[src/hdl/cpf_check_digit_validator_assert.svh]
// Assertion macros for the CPF check-digit validator.
`ifndef CPF_CHECK_DIGIT_VALIDATOR_ASSERT_SVH
`define CPF_CHECK_DIGIT_VALIDATOR_ASSERT_SVH

`ifndef ASSERT_OFF
`define CPF_ASSERT_IMP(lbl, clk, rstn, ante, cons) \
  lbl: assert property (@(posedge clk) disable iff (!rstn) (ante) |-> (cons)) \
    else $error("assertion failed");
`define CPF_ASSERT_NXT(lbl, clk, rstn, ante, cons) \
  lbl: assert property (@(posedge clk) disable iff (!rstn) (ante) |=> (cons)) \
    else $error("assertion failed");
`else
`define CPF_ASSERT_IMP(lbl, clk, rstn, ante, cons)
`define CPF_ASSERT_NXT(lbl, clk, rstn, ante, cons)
`endif

`endif

[src/hdl/cpf_pkg.sv]
package cpf_pkg;

  localparam int NUM_W    = 37;
  localparam int DIGITS   = 11;
  localparam int BCD_W    = 4 * DIGITS;
  localparam int SUM_W    = 10;
  localparam logic [NUM_W-1:0] MAX_VALUE = 37'd99999999999;

  // One beat moving down the conversion chain.
  typedef struct packed {
    logic             bad;
    logic [BCD_W-1:0] bcd;
    logic [NUM_W-1:0] bin;
  } dd_t;

  // x mod 11 for x < 1024: reciprocal estimate, then one correction.
  function automatic logic [3:0] mod11(input logic [SUM_W-1:0] x);
    logic [17:0]      p;
    logic [6:0]       q;
    logic [SUM_W-1:0] t;
    p = 18'(x) * 18'd186;
    q = p[17:11];
    t = x - ({3'b000, q} * 10'd11);
    if (t >= 10'd11) begin
      t = t - 10'd11;
    end
    return t[3:0];
  endfunction

  // Expected check digit from a weighted sum.
  function automatic logic [3:0] exp_digit(input logic [SUM_W-1:0] s);
    logic [3:0] r;
    r = mod11(s);
    return (r < 4'd2) ? 4'd0 : (4'd11 - r);
  endfunction

endpackage

[src/hdl/cpf_cell.sv]
// One double-dabble step: adjust each digit, shift in the next binary bit.
module cpf_cell
  import cpf_pkg::*;
(
  input  logic clk_i,
  input  logic rst_ni,
  input  logic in_valid_i,
  input  dd_t  in_data_i,
  output logic in_ready_o,
  output logic out_valid_o,
  output dd_t  out_data_o,
  input  logic out_ready_i
);

  logic             valid_q, valid_d;
  dd_t              data_q, data_d;
  logic [BCD_W-1:0] adj;
  logic             en;

  assign en         = !valid_q || out_ready_i;
  assign in_ready_o = en;
  assign valid_d    = en ? in_valid_i : valid_q;

  always_comb begin
    adj = in_data_i.bcd;
    for (int i = 0; i < DIGITS; i++) begin
      if (adj[4*i +: 4] >= 4'd5) begin
        adj[4*i +: 4] = adj[4*i +: 4] + 4'd3;
      end
    end
    data_d.bad = in_data_i.bad;
    data_d.bcd = {adj[BCD_W-2:0], in_data_i.bin[NUM_W-1]};
    data_d.bin = {in_data_i.bin[NUM_W-2:0], 1'b0};
  end

  always_ff @(posedge clk_i or negedge rst_ni) begin
    if (!rst_ni) begin
      valid_q <= 1'b0;
    end else begin
      valid_q <= valid_d;
    end
  end

  always_ff @(posedge clk_i) begin
    if (en && in_valid_i) begin
      data_q <= data_d;
    end
  end

  assign out_valid_o = valid_q;
  assign out_data_o  = data_q;

endmodule

[src/hdl/cpf_check.sv]
`include "cpf_check_digit_validator_assert.svh"

// Weighted sums, then first check digit, then second check digit.
module cpf_check
  import cpf_pkg::*;
(
  input  logic clk_i,
  input  logic rst_ni,
  input  logic in_valid_i,
  input  dd_t  in_data_i,
  output logic in_ready_o,
  output logic out_valid_o,
  output logic out_res_o,
  input  logic out_ready_i
);

  logic             v1_q, v2_q, v3_q;
  logic             en1, en2, en3;
  logic [SUM_W-1:0] s1_d, s2_d;
  logic [SUM_W-1:0] s1_q, s2_q, s2p_q, s2p_d;
  logic [3:0]       d1_q, d0_q, d0b_q, c1;
  logic             bad1_q, ok1_q, ok1_d, res_q, res_d;

  assign en3        = !v3_q || out_ready_i;
  assign en2        = !v2_q || en3;
  assign en1        = !v1_q || en2;
  assign in_ready_o = en1;

  // Base digits sit at positions 2..10, lowest weight on the lowest one.
  always_comb begin
    s1_d = '0;
    s2_d = '0;
    for (int i = 2; i < DIGITS; i++) begin
      s1_d = s1_d + SUM_W'(in_data_i.bcd[4*i +: 4]) * SUM_W'(i);
      s2_d = s2_d + SUM_W'(in_data_i.bcd[4*i +: 4]) * SUM_W'(i + 1);
    end
  end

  assign c1    = exp_digit(s1_q);
  assign ok1_d = !bad1_q && (d1_q == c1);
  assign s2p_d = s2_q + SUM_W'({c1, 1'b0});
  assign res_d = ok1_q && (d0b_q == exp_digit(s2p_q));

  always_ff @(posedge clk_i or negedge rst_ni) begin
    if (!rst_ni) begin
      v1_q <= 1'b0;
      v2_q <= 1'b0;
      v3_q <= 1'b0;
    end else begin
      if (en1) v1_q <= in_valid_i;
      if (en2) v2_q <= v1_q;
      if (en3) v3_q <= v2_q;
    end
  end

  always_ff @(posedge clk_i) begin
    if (en1 && in_valid_i) begin
      s1_q   <= s1_d;
      s2_q   <= s2_d;
      d1_q   <= in_data_i.bcd[7:4];
      d0_q   <= in_data_i.bcd[3:0];
      bad1_q <= in_data_i.bad;
    end
    if (en2 && v1_q) begin
      ok1_q <= ok1_d;
      s2p_q <= s2p_d;
      d0b_q <= d0_q;
    end
    if (en3 && v2_q) begin
      res_q <= res_d;
    end
  end

  assign out_valid_o = v3_q;
  assign out_res_o   = res_q;

  `CPF_ASSERT_NXT(a_bad_fails, clk_i, rst_ni, v1_q && en2 && bad1_q, v2_q && !ok1_q)
  `CPF_ASSERT_NXT(a_first_gate, clk_i, rst_ni, v2_q && en3 && !ok1_q, v3_q && !res_q)
  `CPF_ASSERT_IMP(a_stall_chain, clk_i, rst_ni, !en1, v1_q && v2_q && v3_q)

endmodule

[src/hdl/cpf_check_digit_validator.sv]
// CPF check-digit validator: takes an 11-digit taxpayer number as a 37-bit
// binary integer and returns valid_res = 1 when both mod-11 check digits
// (the two lowest decimal digits) match the digits computed from the nine
// base digits; numbers above 99999999999 return 0. One beat is accepted per
// cycle while in_stall_o is low, and one result beat comes out per input
// beat, in order. Each beat passes 37 binary-to-BCD cells (one input bit per
// cell) and 3 check stages (weighted sums, first digit, second digit). Each
// stage holds its beat only while the stage after it is full and stalled, so
// bubbles are squeezed out and input keeps flowing while a result waits.
module cpf_check_digit_validator
  import cpf_pkg::*;
(
  input  logic             clk_i,
  input  logic             rst_ni,
  input  logic             in_valid_i,
  output logic             in_stall_o,
  input  logic [NUM_W-1:0] cpf_number_i,
  output logic             out_valid_o,
  input  logic             out_stall_i,
  output logic             valid_res_o
);

  logic       vld [NUM_W+1];
  logic       rdy [NUM_W+1];
  dd_t        dat [NUM_W+1];

  // Range check up front; the flag rides along with the beat.
  assign vld[0]       = in_valid_i;
  assign dat[0].bad   = cpf_number_i > MAX_VALUE;
  assign dat[0].bcd   = '0;
  assign dat[0].bin   = cpf_number_i;
  assign in_stall_o   = !rdy[0];

  for (genvar k = 0; k < NUM_W; k++) begin : g_cell
    cpf_cell u_cell (
      .clk_i       (clk_i),
      .rst_ni      (rst_ni),
      .in_valid_i  (vld[k]),
      .in_data_i   (dat[k]),
      .in_ready_o  (rdy[k]),
      .out_valid_o (vld[k+1]),
      .out_data_o  (dat[k+1]),
      .out_ready_i (rdy[k+1])
    );
  end

  cpf_check u_check (
    .clk_i       (clk_i),
    .rst_ni      (rst_ni),
    .in_valid_i  (vld[NUM_W]),
    .in_data_i   (dat[NUM_W]),
    .in_ready_o  (rdy[NUM_W]),
    .out_valid_o (out_valid_o),
    .out_res_o   (valid_res_o),
    .out_ready_i (!out_stall_i)
  );

endmodule
[config.mk]
export PLATFORM = sky130hd
export DESIGN_NAME = cpf_check_digit_validator
export DESIGN_NICKNAME = d
export VERILOG_FILES = /design/src/hdl/cpf_pkg.sv /design/src/hdl/cpf_cell.sv /design/src/hdl/cpf_check.sv /design/src/hdl/cpf_check_digit_validator.sv
export VERILOG_INCLUDE_DIRS = /design/src /design/src/hdl
export SDC_FILE = /design/constraint.sdc
export NUM_CORES = 2
export LEC_CHECK = 0
export BUFFER_PORTS_ARGS = -buffer_cell sky130_fd_sc_hd__clkbuf_2
export CORE_ASPECT_RATIO = 1.75
export CORE_MARGIN = 1.5
export CORE_UTILIZATION = 30
export DETAILED_ROUTE_END_ITERATION = 8
export PLACE_DENSITY_LB_ADDON = 0.15
export SYNTH_ARGS = -nofsm -noshare
export SYNTH_HDL_FRONTEND = slang
export SYNTH_SLANG_ARGS = --single-unit
[constraint.sdc]
create_clock -name clk_i -period 19.1 [get_ports clk_i]
set_input_delay 4.775 -clock clk_i [delete_from_list [all_inputs] [get_ports clk_i]]
set_output_delay 4.775 -clock clk_i [all_outputs]
set_load 0.02 [all_outputs]
==> impl_metrics.toml <==
[logic_synthesis]
seq_area_frac_synth_pct = 62.1
synthFlopType = "edfxtp_1"
netlist_area_um2 = 81400
synth-edff-count = 1650
synthSimpleGateAreaFrac_pct = 9.46
synthCells = 6232
synth_area_per_cell_um2 = 13.1
synth_fp_nets = 7101
synth_xor_area_share_pct = 3.00
synth_top_cell_by_area = "edfxtp_1"
synth_top_family_by_area = "adder cells"
ys_types = 72
synthArstFlopShare_pct = 2.37
synth_fa_ha_area_share_pct = 14.2
ys_ff_latch = 1690
synth_compound_area_share_pct = 5.57
ys_top_cells_by_area = "edfxtp_1, ha_1, fa_1"
ys_warn_count = 0
synthMuxAreaShare_pct = 2.18
yosysTopAreaCellShare_pct = 60.9

[clock_network]
ctsResizeCount = 0
clk_pin_slew_ns = 0.06
clk_latency_ns = 0.83
htreeDepth = 4
cts_setup_buffers = 0
cts_tree = "built"
clock_sinks = 1690
cts_buffer_depth = 4
cts_buffers = 179
clockRootBuffer = "clkbuf_16"
cts.hold.buffers_added = 0

[floorplan]
die_area_um2 = 275000
fp.dieW_um = 397
ios = 44
die_h_um = 692
start_util_pct = 30.2
core-area_um2 = 270000
rows = 252

[drt]
totalWireLength_um = 144000
wl_per_cell_um = 14.1
ant_nets = 0
vias_per_cell = 4.33
first_iter_violations = 1345
drc = 0
routed-via-count = 44100
dr.pass1.iters = 4

[global_route]
grt_first_pass_wirelength_um = 232000
grt_overflow = 0
grt_pass1_vias = 47200
grt_antenna_before_repair = 1
grt_usage_pct = 10.6
grt_max_degree = 49

[finish]
multiInputGateArea_um2 = 28200
final_net_count = 7359
regArea_um2 = 50500
final_cell_mix = "edfxtp_1, nand2_1, inv_1, ha_1, o21ai_0"
fin_area_um2 = 92300
n_fill_cell = 26200
area_growth_pct = 13.3
drive_gt1_share_pct = 5.90
layout_commonest_cell = "edfxtp_1"

[timing]
finalCritPeriodShare_pct = 66.9
setup_viol = 0
max_slew_margin_pct = 26.6
max_clock_freq_mhz = 78.2
timing_hold_violations_final = 0
worstMarginPinSlew_ns = 1.10
holdWs_ns = 0.362
rsz0062_at_grt = "no"
skew_ns = 0.0770
slew_violations = 0
finalCriticalPeriod_ns = 12.78
finalSetupTns_ns = 0

[hold_path]
hold_depth = 0
hold_class = "flip-flop to flip-flop"

[setup_path]
crit_fanout = 5
start_kind = "input port"
reg2regPathDepth = 36
path_class = "input port to output pin"
endpoint_kind = "output pin"
cp.arrival_ns = 8.01
cp_data_required_time_ns = 14.32

[placement]
placed_cell_area_um2 = 86500
dpl.hpwl_um = 112000
gp_congestion = 0.786
portBuffers = 43

[outcome]
status = "completed"

[flow_run]
maxCapViolations = 0
-- per-layer routing --
metal | track usage, % | wire length, um | vias to the layer above
met5 | 0 | 0 | -
met1 | 7.32 | 39400 | 21400
li1 | - | - | 22000
met3 | 1.57 | 3810 | 275
met4 | 4.07 | 5270 | 0
met2 | 25.1 | 95200 | 371
-- final cells by class --
cell class / count / share of cell area [%]
Sequential cell: 1690 / 54.8
Multi-Input combinational cell: 3788 / 30.6
Clock inverter: 85 / 0.970
Clock buffer: 230 / 5.25
Inverter: 754 / 3.07
Tap cell: 3556 / 4.82
Antenna cell: 1 / 0.00271
Timing Repair Buffer: 77 / 0.510
-- registers in the layout, summed over array words and instances, names as in the netlist --
register and flops:
u_check.out_valid_o 1, g_cell.u_cell.out_data_o 1605, u_check.v2_q 1, u_check.out_res_o 1, u_check.d0_q 4, u_check.s1_q 10
g_cell.u_cell.out_valid_o 37, u_check.d0b_q 4, u_check.s2p_q 10, u_check.v1_q 1, u_check.bad1_q 1, u_check.s2_q 10
u_check.ok1_q 1, u_check.d1_q 4
-- through the flow --
stage	util [%]	setup WS, ns	cells
after detailed placement	32.1	6.28	9865
after global placement	32.1	6.19	9865
final	34.2	6.32	10200
after floorplan	-	7.86	6232
after global routing	34.2	5.98	10200
after CTS	34.2	6.26	10200
-- final timing paths --
| path | start | to | slack [ns] |
|---|---|---|---|
| min in group asynchronous | rst_ni | g_cell[0].u_cell.out_valid_o$_DFFE_PN0N_ | 4.06 |
| max in group asynchronous | rst_ni | u_check.v2_q$_DFFE_PN0P_ | 14.52 |
| hold / removal | g_cell[2].u_cell.out_data_o[18]$_DFFE_PP_ | g_cell[3].u_cell.out_data_o[19]$_DFFE_PP_ | 0.36 |
| setup / recovery | out_stall_i | in_stall_o | 6.32 |
| setup reg to reg | u_check.s1_q[2]$_DFFE_PP_ | u_check.s2p_q[8]$_DFFE_PP_ | 8.86 |
| hold reg to reg | g_cell[2].u_cell.out_data_o[18]$_DFFE_PP_ | g_cell[3].u_cell.out_data_o[19]$_DFFE_PP_ | 0.36 |
-- synth_stat cells (all sizes together), types with 2 or more instances --
| cell | number |
|---|---|
| o21bai | 14 |
| nor3 | 12 |
| mux2i | 176 |
| dfrtp | 40 |
| o31a | 2 |
| inv | 753 |
| and3 | 14 |
| nand3 | 23 |
| a2111oi | 5 |
| edfxtp | 1650 |
| a221oi | 2 |
| o31ai | 3 |
| a211o | 2 |
| nand2b | 416 |
| o22a | 5 |
| and2 | 25 |
| o311ai | 3 |
| xor2 | 21 |
| fa | 161 |
| xnor2 | 256 |
| a21o | 27 |
| nor2 | 263 |
| nor4 | 7 |
| nand4 | 14 |
| o21a | 21 |
| a211oi | 6 |
| ha | 667 |
| a21boi | 8 |
| or2 | 14 |
| nor4b | 3 |
| o211ai | 4 |
| o41a | 3 |
| nor2b | 18 |
| nand2 | 857 |
| o21ai | 449 |
| a31oi | 4 |
| or4 | 4 |
| a21oi | 264 |
-- worst max-delay path, stage by stage --
cell      delay [ns]
clkbuf_2        0.11
nand4_1         0.17
nor2_1          0.48
nand3_1         0.38
nor4_1          0.56
buf_4           0.24
nand2_1         0.07
nor2_1          0.32
nand2_1         0.15
nor2_1          0.28
nand4_1         0.21
inv_1           0.09
clkbuf_2        0.16
-- cells by family (layout without fill, tap and decap cells) --
| group | after synthesis | count (layout) |
|---|---|---|
| other | 0 | 1 |
| XOR/XNOR | 277 | 277 |
| flip-flops | 1690 | 1690 |
| multiplexers | 177 | 177 |
| AND/OR/NAND/NOR | 1678 | 1678 |
| AO/OA/AOI/OAI | 828 | 828 |
| adder cells (fa/ha/maj) | 828 | 828 |
| buffers and inverters | 754 | 1146 |
Power is left out: the tool's default activity adds up to more than one toggle a clock period on the data nets, which glitch-free logic cannot reach.
